## config.mk

```make
export PLATFORM = sky130hd
export DESIGN_NAME = remote_control_frame_decoder_unit
export DESIGN_NICKNAME = d
export VERILOG_FILES = /design/src/hw/rtl/rcfd_pkg.sv /design/src/hw/rtl/remote_control_frame_decoder_unit.sv /design/src/hw/rtl/rcfd_frame_capture.sv /design/src/hw/rtl/rcfd_scale_lane.sv /design/src/hw/rtl/rcfd_decode_pipe.sv
export SDC_FILE = /design/constraint.sdc
export NUM_CORES = 2
export LEC_CHECK = 0
export BUFFER_PORTS_ARGS = -buffer_cell sky130_fd_sc_hd__buf_2
export CAP_MARGIN = 20
export CORE_ASPECT_RATIO = 0.8
export CORE_UTILIZATION = 40
export CTS_CLUSTER_DIAMETER = 120
export DETAILED_ROUTE_END_ITERATION = 8
export HOLD_SLACK_MARGIN = 0.08
export RECOVER_POWER = 50
export SYNTH_ARGS = -nofsm -noshare
export SYNTH_HDL_FRONTEND = slang
export SYNTH_HIERARCHICAL = 1
export SYNTH_SLANG_ARGS = --single-unit
```

## constraint.sdc

```tcl
create_clock -name clock -period 6.1 [get_ports clock]
set_input_delay 1.22 -clock clock [delete_from_list [all_inputs] [get_ports clock]]
set_output_delay 1.22 -clock clock [all_outputs]
set_load 0.05 [all_outputs]
```

## src/hw/rtl/rcfd_pkg.sv

```systemverilog
`timescale 1ns / 1ps

package rcfd_pkg;

   // Frame geometry
   localparam int FRAME_BYTES  = 18;
   localparam int BUFFER_BYTES = 36;
   localparam int COUNT_W      = 6;
   localparam int INDEX_W      = 5;
   localparam int CHAN_W       = 11;

   // Centring and Q1.14 scaling by 16384/660
   localparam int CENTRE       = 1024;
   localparam int LANES        = 5;
   localparam int VAL_W        = 18;
   localparam int MAG_W        = 16;
   localparam int NUM_W        = 28;
   localparam int RECIP_W      = 29;
   localparam int PROD_W       = NUM_W + RECIP_W;
   localparam int RECIP_SHIFT  = 36;
   localparam int Q_W          = 20;
   localparam int RES_W        = 16;

   // mag*16384 + 330 over 660 equals (mag*4096 + 82) over 165, floored
   localparam logic [NUM_W-1:0]   ROUND_BIAS = 28'd82;
   // ceil(2^36 / 165)
   localparam logic [RECIP_W-1:0] RECIP_165  = 29'd416481678;

   // Lane order
   localparam int LANE_RIGHT_X = 0;
   localparam int LANE_RIGHT_Y = 1;
   localparam int LANE_LEFT_X  = 2;
   localparam int LANE_LEFT_Y  = 3;
   localparam int LANE_WHEEL   = 4;

   // Input command codes
   localparam logic CMD_DATA = 1'b0;
   localparam logic CMD_IDLE = 1'b1;

   typedef struct packed {
      logic       cmd;
      logic [7:0] rx_byte;
   } rcfd_req_type;

   typedef struct packed {
      logic signed [15:0] right_x;
      logic signed [15:0] right_y;
      logic signed [15:0] left_x;
      logic signed [15:0] left_y;
      logic        [1:0]  switch_one;
      logic        [1:0]  switch_two;
      logic signed [15:0] mouse_x;
      logic signed [15:0] mouse_y;
      logic signed [15:0] mouse_z;
      logic        [15:0] mouse_buttons;
      logic        [15:0] key_mask;
      logic signed [15:0] wheel;
   } rcfd_rsp_type;

   // Fields that pass through without scaling
   typedef struct packed {
      logic [1:0]  switch_one;
      logic [1:0]  switch_two;
      logic [15:0] mouse_x;
      logic [15:0] mouse_y;
      logic [15:0] mouse_z;
      logic [15:0] mouse_buttons;
      logic [15:0] key_mask;
   } rcfd_side_type;

   // One captured frame, centred, split into sign and magnitude
   typedef struct packed {
      logic [LANES-1:0]            neg;
      logic [LANES-1:0][MAG_W-1:0] mag;
      rcfd_side_type               side;
   } rcfd_frame_type;

endpackage

```

## src/hw/rtl/remote_control_frame_decoder_unit.sv

```systemverilog
// A frame's result is built once its idle beat is taken: the capture register loads
// on that beat, then the multiply register, then the result register.
// Throughput: one request beat per cycle unless capture holds a frame; the three stages
// drain independently: a stalled result never blocks data bytes while capture is free.
// Reset (synchronous, active high) clears the byte count and all valid flags.
`timescale 1ns / 1ps

module remote_control_frame_decoder_unit
   import rcfd_pkg::*;
(
   input  logic         clock,
   input  logic         reset,
   input  logic         req_valid,
   output logic         req_ready,
   input  rcfd_req_type req_data,
   output logic         rsp_valid,
   input  logic         rsp_ready,
   output rcfd_rsp_type rsp_data
);

   logic           frame_valid;
   logic           frame_ready;
   rcfd_frame_type frame_data;

   rcfd_frame_capture u_capture (
      .clock       (clock),
      .reset       (reset),
      .req_valid   (req_valid),
      .req_ready   (req_ready),
      .req_data    (req_data),
      .frame_valid (frame_valid),
      .frame_ready (frame_ready),
      .frame_data  (frame_data)
   );

   rcfd_decode_pipe u_pipe (
      .clock       (clock),
      .reset       (reset),
      .frame_valid (frame_valid),
      .frame_ready (frame_ready),
      .frame_data  (frame_data),
      .rsp_valid   (rsp_valid),
      .rsp_ready   (rsp_ready),
      .rsp_data    (rsp_data)
   );

`ifndef SYNTHESIS
   // A data byte never launches a frame
   a_data_no_frame: assert property (@(posedge clock) disable iff (reset)
      (req_valid && req_ready && (req_data.cmd == CMD_DATA)) |=> !frame_valid)
      else $error("frame launched by a data beat");

   // An empty capture register always takes the next beat
   a_ready_when_empty: assert property (@(posedge clock) disable iff (reset)
      !frame_valid |-> req_ready)
      else $error("request stalled with empty capture stage");

   // A new result comes from a frame handed on through the mid stage
   a_rsp_source: assert property (@(posedge clock) disable iff (reset)
      $rose(rsp_valid) |-> $past(frame_valid && frame_ready, 2))
      else $error("result without a frame two cycles before");
`endif

endmodule

```

## src/hw/rtl/rcfd_frame_capture.sv

```systemverilog
`timescale 1ns / 1ps

module rcfd_frame_capture
   import rcfd_pkg::*;
(
   input  logic           clock,
   input  logic           reset,
   input  logic           req_valid,
   output logic           req_ready,
   input  rcfd_req_type   req_data,
   output logic           frame_valid,
   input  logic           frame_ready,
   output rcfd_frame_type frame_data
);

   logic [7:0]         store_ff [FRAME_BYTES];
   logic [7:0]         store_in [FRAME_BYTES];
   logic [COUNT_W-1:0] count_ff;
   logic [COUNT_W-1:0] count_in;
   logic               frame_valid_ff;
   logic               frame_valid_in;
   rcfd_frame_type     frame_ff;
   rcfd_frame_type     frame_in;

   logic req_fire;
   logic is_data;
   logic frame_full;
   logic take_frame;

   logic [3:0][CHAN_W-1:0]      chan;
   logic [15:0]                 wheel_raw;
   logic signed [VAL_W-1:0]     cent [LANES];
   logic [VAL_W-1:0]            absv [LANES];

   assign req_ready  = !frame_valid_ff || frame_ready;
   assign req_fire   = req_valid && req_ready;
   assign is_data    = (req_data.cmd == CMD_DATA);
   assign frame_full = (count_ff == COUNT_W'(FRAME_BYTES));
   assign take_frame = req_fire && !is_data && frame_full;

   // Byte count: saturating on data, cleared on idle
   always_comb begin
      count_in = count_ff;
      if (req_fire) begin
         if (is_data) begin
            if (count_ff < COUNT_W'(BUFFER_BYTES)) begin
               count_in = count_ff + COUNT_W'(1);
            end
         end else begin
            count_in = '0;
         end
      end
   end

   // Frame store: only the first FRAME_BYTES bytes of a burst land
   always_comb begin
      store_in = store_ff;
      if (req_fire && is_data && (count_ff < COUNT_W'(FRAME_BYTES))) begin
         store_in[count_ff[INDEX_W-1:0]] = req_data.rx_byte;
      end
   end

   // Unpack the 11-bit stick channels and the wheel word
   assign chan[0]   = {store_ff[1][2:0], store_ff[0]};
   assign chan[1]   = {store_ff[2][5:0], store_ff[1][7:3]};
   assign chan[2]   = {store_ff[4][0], store_ff[3], store_ff[2][7:6]};
   assign chan[3]   = {store_ff[5][3:0], store_ff[4][7:1]};
   assign wheel_raw = {store_ff[17], store_ff[16]};

   // Centre and split into sign and magnitude
   always_comb begin
      for (int i = 0; i < 4; i++) begin
         cent[i] = $signed({{(VAL_W-CHAN_W){1'b0}}, chan[i]}) - $signed(VAL_W'(CENTRE));
      end
      cent[LANE_WHEEL] = $signed({{(VAL_W-16){wheel_raw[15]}}, wheel_raw})
                         - $signed(VAL_W'(CENTRE));
      for (int i = 0; i < LANES; i++) begin
         absv[i] = cent[i][VAL_W-1] ? VAL_W'(-cent[i]) : VAL_W'(cent[i]);
      end
   end

   // Frame output register
   always_comb begin
      frame_in = frame_ff;
      if (take_frame) begin
         for (int i = 0; i < LANES; i++) begin
            frame_in.neg[i] = cent[i][VAL_W-1];
            frame_in.mag[i] = absv[i][MAG_W-1:0];
         end
         frame_in.side.switch_one    = store_ff[5][7:6];
         frame_in.side.switch_two    = store_ff[5][5:4];
         frame_in.side.mouse_x       = {store_ff[7], store_ff[6]};
         frame_in.side.mouse_y       = {store_ff[9], store_ff[8]};
         frame_in.side.mouse_z       = {store_ff[11], store_ff[10]};
         frame_in.side.mouse_buttons = {store_ff[13], store_ff[12]};
         frame_in.side.key_mask      = {store_ff[15], store_ff[14]};
      end
   end

   assign frame_valid_in = req_fire ? take_frame : (frame_valid_ff && !frame_ready);

   always_ff @(posedge clock) begin
      if (reset) begin
         count_ff       <= '0;
         frame_valid_ff <= 1'b0;
      end else begin
         count_ff       <= count_in;
         frame_valid_ff <= frame_valid_in;
      end
   end

   always_ff @(posedge clock) begin
      store_ff <= store_in;
      frame_ff <= frame_in;
   end

   assign frame_valid = frame_valid_ff;
   assign frame_data  = frame_ff;

endmodule

```

## src/hw/rtl/rcfd_scale_lane.sv

```systemverilog
`timescale 1ns / 1ps

module rcfd_scale_lane
   import rcfd_pkg::*;
(
   input  logic                    clock,
   input  logic                    load,
   input  logic [MAG_W-1:0]        mag_in,
   input  logic                    neg_in,
   output logic signed [RES_W-1:0] result
);

   localparam logic signed [Q_W:0] SAT_MAX = (Q_W+1)'(32767);
   localparam logic signed [Q_W:0] SAT_MIN = -(Q_W+1)'(32768);

   logic [Q_W-1:0]   q_ff;
   logic [Q_W-1:0]   q_in;
   logic             neg_ff;
   logic             neg_in_r;
   logic [NUM_W-1:0] num;
   logic [PROD_W-1:0] prod;
   logic signed [Q_W:0] sq;

   // Rounded numerator, then divide by 165 via reciprocal multiply
   assign num  = {mag_in, {(NUM_W-MAG_W){1'b0}}} + ROUND_BIAS;
   assign prod = PROD_W'(num) * PROD_W'(RECIP_165);
   assign q_in = prod[RECIP_SHIFT +: Q_W];
   assign neg_in_r = load ? neg_in : neg_ff;

   always_ff @(posedge clock) begin
      if (load) begin
         q_ff <= q_in;
      end
      neg_ff <= neg_in_r;
   end

   // Restore sign and saturate to 16 bits
   always_comb begin
      sq = neg_ff ? -$signed({1'b0, q_ff}) : $signed({1'b0, q_ff});
      priority if (sq > SAT_MAX) begin
         result = SAT_MAX[RES_W-1:0];
      end else if (sq < SAT_MIN) begin
         result = SAT_MIN[RES_W-1:0];
      end else begin
         result = sq[RES_W-1:0];
      end
   end

endmodule

```

## src/hw/rtl/rcfd_decode_pipe.sv

```systemverilog
`timescale 1ns / 1ps

module rcfd_decode_pipe
   import rcfd_pkg::*;
(
   input  logic           clock,
   input  logic           reset,
   input  logic           frame_valid,
   output logic           frame_ready,
   input  rcfd_frame_type frame_data,
   output logic           rsp_valid,
   input  logic           rsp_ready,
   output rcfd_rsp_type   rsp_data
);

   logic          mid_valid_ff;
   logic          mid_valid_in;
   rcfd_side_type mid_side_ff;
   rcfd_side_type mid_side_in;
   logic          rsp_valid_ff;
   logic          rsp_valid_in;
   rcfd_rsp_type  rsp_ff;
   rcfd_rsp_type  rsp_in;

   logic out_open;
   logic mid_open;
   logic mid_load;
   logic rsp_load;
   logic signed [LANES-1:0][RES_W-1:0] lane_res;

   // Each stage takes a beat when it is empty or draining
   assign out_open    = !rsp_valid_ff || rsp_ready;
   assign mid_open    = !mid_valid_ff || out_open;
   assign mid_load    = mid_open && frame_valid;
   assign rsp_load    = out_open && mid_valid_ff;
   assign frame_ready = mid_open;

   assign mid_valid_in = mid_open ? frame_valid : mid_valid_ff;
   assign rsp_valid_in = out_open ? mid_valid_ff : rsp_valid_ff;
   assign mid_side_in  = mid_load ? frame_data.side : mid_side_ff;

   // Scaling lanes: multiply into the mid stage, finish into the result
   for (genvar i = 0; i < LANES; i++) begin : g_lane
      rcfd_scale_lane u_lane (
         .clock  (clock),
         .load   (mid_load),
         .mag_in (frame_data.mag[i]),
         .neg_in (frame_data.neg[i]),
         .result (lane_res[i])
      );
   end

   // Result assembly
   always_comb begin
      rsp_in = rsp_ff;
      if (rsp_load) begin
         rsp_in.right_x       = lane_res[LANE_RIGHT_X];
         rsp_in.right_y       = lane_res[LANE_RIGHT_Y];
         rsp_in.left_x        = lane_res[LANE_LEFT_X];
         rsp_in.left_y        = lane_res[LANE_LEFT_Y];
         rsp_in.switch_one    = mid_side_ff.switch_one;
         rsp_in.switch_two    = mid_side_ff.switch_two;
         rsp_in.mouse_x       = mid_side_ff.mouse_x;
         rsp_in.mouse_y       = mid_side_ff.mouse_y;
         rsp_in.mouse_z       = mid_side_ff.mouse_z;
         rsp_in.mouse_buttons = mid_side_ff.mouse_buttons;
         rsp_in.key_mask      = mid_side_ff.key_mask;
         rsp_in.wheel         = lane_res[LANE_WHEEL];
      end
   end

   always_ff @(posedge clock) begin
      if (reset) begin
         mid_valid_ff <= 1'b0;
         rsp_valid_ff <= 1'b0;
      end else begin
         mid_valid_ff <= mid_valid_in;
         rsp_valid_ff <= rsp_valid_in;
      end
   end

   always_ff @(posedge clock) begin
      mid_side_ff <= mid_side_in;
      rsp_ff      <= rsp_in;
   end

   assign rsp_valid = rsp_valid_ff;
   assign rsp_data  = rsp_ff;

endmodule

```

* After elaboration in Yosys (flattened, before gate mapping)
Cells that the tools add are included.
Operators by class: bitwise gates (word level) 2, add/sub/neg operators 21, shift operators 0, multipliers 5, div/mod/pow operators 0, equality and inequality tests 1, reduce and logical (&&, ||, !) cells 18, $lt $le $gt $ge 14, mux-type cells 21
Operators by type and width (count):
- multiplier 28 x 28 -> 55 bit (second input constant) | 5
- two-way mux 16 bit | 10
- bitwise mux 144 bit | 1
- adder 28 x 7 -> 28 bit (second input constant) | 5
- > comparator 21 x 16 -> 1 bit (second input constant) | 5
- < comparator 21 x 16 -> 1 bit (second input constant) | 5
- two-way mux 21 bit | 5
- negation 20 -> 21 bit | 5
- negation 12 -> 16 bit | 4
- subtractor 11 x 11 -> 12 bit (second input constant) | 4
- demux 8 bit (select 5 bit) | 1
- subtractor 16 x 12 -> 17 bit (second input constant) | 1
- negation 16 bit | 1
- two-way mux 6 bit | 2
- logical AND 1 bit | 9
- two-way mux 8 bit | 1
- adder 6 x 1 -> 6 bit (second input constant) | 1
- equality test 6 x 5 -> 1 bit (second input constant) | 1
- greater-or-equal comparator 6 bit (second input constant) | 1
- < comparator 6 x 1 -> 1 bit (second input constant) | 1
- < comparator 6 x 5 -> 1 bit (second input constant) | 1
- < comparator 6 bit (second input constant) | 1
- inverter 5 -> 6 bit | 1
- logical NOT 1 bit | 4
- 5 further kinds | 7
Word-level totals: memory bits (read-only) 0, bits in latches 0, memories 0, RAM bits 0, word-level logic and storage cells 146, output and inout port bits 166, register bits after elaboration 675

* Logic depth before layout (Yosys ltp)
depth after elaboration 8, gate-level depth with buffers 22, gate-level depth less buffers 22

* Hierarchy
Netlist, hierarchy kept.
Modules (own cells, without submodules):
- rcfd_scale_lane at u_pipe.g_lane[1].u_lane ... | area an instance 8041.5 um2, times used 2, cells an instance 823
- rcfd_frame_capture | area an instance 11275.8 um2, times used 1, cells an instance 608
- rcfd_scale_lane at u_pipe.g_lane[0].u_lane | area an instance 8683.3 um2, times used 1, cells an instance 917
- rcfd_scale_lane at u_pipe.g_lane[3].u_lane | area an instance 8466.9 um2, times used 1, cells an instance 896
- rcfd_scale_lane at u_pipe.g_lane[4].u_lane | area an instance 8137.8 um2, times used 1, cells an instance 820
- rcfd_decode_pipe | area an instance 7551.0 um2, times used 1, cells an instance 258

* Worst setup path before layout
Ideal clock, no wire load.
path type input -> register, start point input rsp_ready, end point register u_capture.frame_ff, in the netlist u_capture/frame_data[0] (enable), stages 6, setup slack -374 ps, arrival time 5953 ps, setup time 521 ps, cell sequence nand3b_4 -> nand2b_1 -> clkbuf_1 -> nand2_1 -> or4_1 -> inv_1
Between the ends: longest elaborated chain between the ends 6
RTL lines:
- from (decl) | line remote_control_frame_decoder_unit.sv:17 | input logic rsp_ready,
- logical OR 1 bit | line rcfd_decode_pipe.sv:32 | assign out_open = !rsp_valid_ff || rsp_ready;
- logical OR 1 bit | line rcfd_decode_pipe.sv:33 | assign mid_open = !mid_valid_ff || out_open;
- logical OR 1 bit | line rcfd_frame_capture.sv:35 | assign req_ready = !frame_valid_ff || frame_ready;
- net req_ready | line remote_control_frame_decoder_unit.sv:14 | output logic req_ready,
- logical AND 1 bit | line rcfd_frame_capture.sv:36 | assign req_fire = req_valid && req_ready;
- logical AND 1 bit (2 in series) | line rcfd_frame_capture.sv:39 | assign take_frame = req_fire && !is_data && frame_full;
- net u_capture.take_frame | line rcfd_frame_capture.sv:28 | logic take_frame;
- to (signal assigned) | line rcfd_frame_capture.sv:114 | frame_ff <= frame_in;
- to (decl) | line rcfd_frame_capture.sv:22 | rcfd_frame_type frame_ff;
The timed path passes the listed nets, and every way through them passes these cells. A chain may end at the register's enable or synchronous reset.

* Worst setup path in the final report
start point register u_capture.frame_ff, in the netlist u_capture/frame_data[154], end point register u_pipe.g_lane[4].u_lane.q_ff[19], data pin
Between the ends: longest elaborated chain between the ends 2
RTL lines:
- adder 28 x 7 -> 28 bit | line rcfd_scale_lane.sv:25 | assign num = {mag_in, {(NUM_W-MAG_W){1'b0}}} + ROUND_BIAS;
- multiplier 28 x 28 -> 55 bit | line rcfd_scale_lane.sv:26 | assign prod = PROD_W'(num) * PROD_W'(RECIP_165);
- net u_pipe.g_lane[4].u_lane.prod[55] | line rcfd_scale_lane.sv:21 | logic [PROD_W-1:0] prod;
- to (signal assigned) | line rcfd_scale_lane.sv:32 | q_ff <= q_in;
- to (decl) | line rcfd_scale_lane.sv:16 | logic [Q_W-1:0] q_ff;
The timed path passes the listed nets, and every way through them passes these cells.

==> metrics.md <==
| Metric | Value |
|---|---|
| Status | `finished, violations left` |
| Failing checks | `capacitance limit, slew limit` |
| Die Height | `349.0 µm` |
| Crit path capture type | `flip-flop` |
| Synthesis-to-finish area growth | `15.14%` |
| Critical path's slowest cell | `or4_4` |
| CTS tree | `yes` |
| EDFF count, synth | `666` |
| CP Depth | `22` |
| Clock Skews | `28.12 ps` |
| Synth Flop Type | `edfxtp_1` |
| Post-route worst setup slack | `71.21 ps` |
| Clock Power Share | `0.479` |
| Final setup fails | `0` |
| Final Hold Vio Count | `0` |
| Clock buffer count from CTS | `78` |
| Final instance area | `69310 µm²` |
| Data required, critical path | `6530 ps` |
| Core box area | `148500 µm²` |
| Slew margin rel. | `-1.965` |
| Detail Route met2 WL | `61.44 mm` |
| Final Slew Violations | `410` |
| CTS Buffer Depth | `3` |
| Area share of the largest cell type after synthesis | `0.3322` |
| Critical path startpoint category | `flip-flop` |
| Htree depth | `3` |
| Cell breakdown of the critical path | `buf_4, buf_4, ha_2, ha_1, xor2_1, ha_1, a21o_1, fa_1, ha_1, ha_1, inv_1, fa_1, inv_1, ha_1, nand3_1, or4_4, nor3_2, buf_4, o31ai_4, a211o_1, a211o_1, xnor2_1` |
| Worst Hold Slack | `408.6 ps` |
| Top cells by instance count after synthesis | `ha_1, inv_1, edfxtp_1` |
| Internal Dissipation | `7734 µW` |
| Wire length on met1 | `70.76 mm` |
| Most common cell on crit path | `ha_1` |
| Crit-path max cell delay | `540 ps` |
| Mean number of vias per cell | `4.910` |
| Clock Sinks | `675` |
| Worst Hold Class | `reg -> reg` |
| Worst vdd ir | `0.0002100 V` |
| Vias | `38110` |
| Placement Setup Slack | `-77.56 ps` |
| Ranking of synthesized cells by area | `edfxtp_1, ha_1, fa_1, inv_1, xor2_1` |
| Unique cell type count in the Yosys netlist | `107` |
| Largest net degree at the start of global routing | `82` |
| Initial Util | `0.4054` |
| Die ar. | `152100 µm²` |
| DP HPWL | `118.3 mm` |
| CP top delay family | `adder cells` |
| Area leader, netlist | `edfxtp_1` |
| Fin cells | `7762` |
| Fmax achieved | `0.1659 GHz` |
| Initial DRT Pass Iterations | `5` |
| Ys Warns | `6` |
| Switching Fraction | `0.2110` |
| Drt initial violations | `2286` |
| Final core utilization | `0.4667` |
| Sequential share of power | `0.515` |
| Initial antenna violation count | `8` |
| Seq/Total Area, Yosys | `0.3352` |
| Critical Path Source | `u_capture/frame_data[154]` |
| # IOs | `179` |
| Port buffer count | `178` |
| RSZ-0062 raised after global routing | `true` |
| Critical path capture point | `u_pipe/g_lane[4].u_lane/q_ff[19]` |
| Routed Antenna Nets | `0` |
| CP max FO | `5` |
| Fin nets | `7382` |
| RR Endpoint | `u_pipe/g_lane[4].u_lane/q_ff[19]` |
| DR WL/cell | `18.54 µm` |
| Residual DRC count | `0` |
| Dpl cell area | `65660 µm²` |
| Vias in the first global route | `38790` |
| Fill cells | `13580` |
| Dominant cell by count in the synthesized netlist | `ha_1` |
| Kind of critical path | `reg -> reg` |
| Seq cells post-synth | `675` |
| Top sig layer | `met5` |
| Fraction of layout cells with a size suffix above 1 | `0.1435` |
| WL met3 | `8.883 mm` |
| Clk root buf | `clkbuf_16` |
| Worst-margin pin slew | `4447 ps` |
| Clock transition at path regs | `60 ps` |
| Aggregate global routing overflow | `0` |
| Final period demand of the worst path | `6029 ps` |
| Placed insts | `7568` |
| R2R Setup Slk | `70 ps` |
| Max cap viols | `13` |
| First-pass GRT wire length | `222.8 mm` |
| Combinational fraction of design power | `0.006` |
| R2R cell count | `22` |
| Ys async rst share | `0` |
| Post-synthesis cell count | `5145` |
| Leakage | `0.03275 µW` |
| Final Cycle Share | `0.9883` |
| Placer congestion estimate | `0.9466` |
| Power density over the cells | `141.4 nW/µm²` |
| Reg2reg start | `u_capture/frame_data[154]` |
| Mapped cell area | `60200 µm²` |
| Synthesized area per cell | `11.70 µm²` |
| Die width | `435.7 µm` |
| CP Buf/Inv Count | `5` |
| Skew-Pair Late Insertion Delay | `710 ps` |
| Switching pwr | `2068 µW` |
| Gr usage total | `0.1903` |
| Crit path DAT | `6460 ps` |
| Row count | `126` |
| Routed WL | `143.9 mm` |
[worst register-to-register path: stages (launching register included)]
cell      delay (ps)
edfxtp_1         480
buf_4            180
buf_4            150
ha_2             250
ha_1             350
xor2_1           160
ha_1             190
a21o_1           170
fa_1             390
ha_1             310
ha_1             290
inv_1             50
fa_1             480
inv_1             40
ha_1             310
nand3_1          180
or4_4            540
nor3_2           210
buf_4            150
o31ai_4          110
a211o_1          350
a211o_1          330
xnor2_1          120
[kinds of logic (layout without fill, tap and decap cells)]
kind of cell	count (synthesis)	after routing	share of synthesized area
and+or+nand+nor	655	655	0.05872
buffers and inverters	1172	1785	0.07410
other	1	21	0.00006229
AOI/OAI and AO/OA	651	651	0.07293
DFF	675	675	0.3352
xor gates and xnor gates	320	320	0.04656
muxes	15	15	0.002743
adders and majority gates	1656	1656	0.4097
[repair_timing]
item	CTS	global route
pin swaps	2	42
setup buffers	4	45
setup endpoints to repair	9	61
resized for setup	5	120
hold buffers	0	0
[layer usage]
metal,up-vias,track usage
met5,-,0
met4,2,0.04053
met3,138,0.04026
met2,826,0.2833
met1,18560,0.2825
li1,18580,-
[how the worst min path moves through the flow]
stage                             start                       end  slack (ps)  cells after the start
5_1_grt          u_capture/store_ff[27]   u_capture/frame_data[3]         420                      0
6_report         u_pipe/mid_side_ff[44]       u_pipe/rsp_data[60]         410                      0
3_3_place_gp   u_capture/frame_data[74]    u_pipe/mid_side_ff[74]         400                      0
4_1_cts        u_capture/frame_data[72]    u_pipe/mid_side_ff[72]         410                      0
3_5_place_dp     u_capture/store_ff[35]  u_capture/frame_data[27]         400                      0
2_1_floorplan    u_capture/store_ff[24]   u_capture/frame_data[0]         400                      0
[layout by cell type (no fill, tap or decap), types with 12 or more instances in the layout]
cell and n:
o21bai_1 12, ha_4 33, or2_2 19, o211ai_1 28, nand3_1 53, conb_1 20
nor2b_1 28, nor3_1 60, clkbuf_1 26, xor2_1 174, nand4_1 26, a31oi_1 15
fa_1 519, a21oi_1 177, buf_4 327, and2_1 19, ha_2 12, clkinv_2 16
or3_1 15, nand2b_1 29, nor4_1 14, clkbuf_16 79, and3_1 24, xnor2_1 137
nand2_1 128, ha_1 1086, a21oi_2 23, o21a_1 16, a211oi_1 15, a21o_1 68
inv_1 1115, o21ai_0 85, edfxtp_1 666, buf_2 170, o31ai_1 32, nor2_1 148
o21ai_1 42
[power groups by stage]
stage / Clock [µW] / Sequential [µW] / Combinational, µW
after floorplan: 0 / 5140 / 12.9
after global placement: 0 / 5140 / 61.3
after CTS: 4880 / 5040 / 62.1
final: 4700 / 5050 / 57.4
after global routing: 5070 / 5040 / 63.2
after detailed placement: 0 / 5140 / 62.0
[cell type report]
| cell class | instances | area (µm²) | share of cell area |
|---|---|---|---|
| clock inverter | 52 | 573.1 | 0.008267 |
| antenna | 1 | 2.502 | 0.00003610 |
| sequential | 675 | 20180 | 0.2911 |
| inverter | 1120 | 4208 | 0.06071 |
| multi-input combinational | 3317 | 36340 | 0.5244 |
| clock buffer | 92 | 2026 | 0.02922 |
| timing repair buffer | 521 | 3498 | 0.05047 |
| tap | 1984 | 2482 | 0.03581 |
[sequential cells by signal, indices dropped and copies added (netlist names)]
register,cells
u_capture/chan,44
u_capture/count_ff,6
u_capture/frame_data,169
u_capture/frame_valid,1
u_capture/store_ff,100
u_pipe/g_lane.u_lane/neg_ff,5
u_pipe/g_lane.u_lane/q_ff,100
u_pipe/mid_side_ff,84
u_pipe/mid_valid_ff,1
u_pipe/rsp_data,164
u_pipe/rsp_valid,1
[stage by stage]
stage	power (µW)	setup TNS, ps
3_5_place_dp	5205	-126.5
5_1_grt	10170	-275.7
3_3_place_gp	5204	-13.03
6_report	9802	0
4_1_cts	9984	0
2_1_floorplan	5154	0
Power figures use the tool's default switching activity.
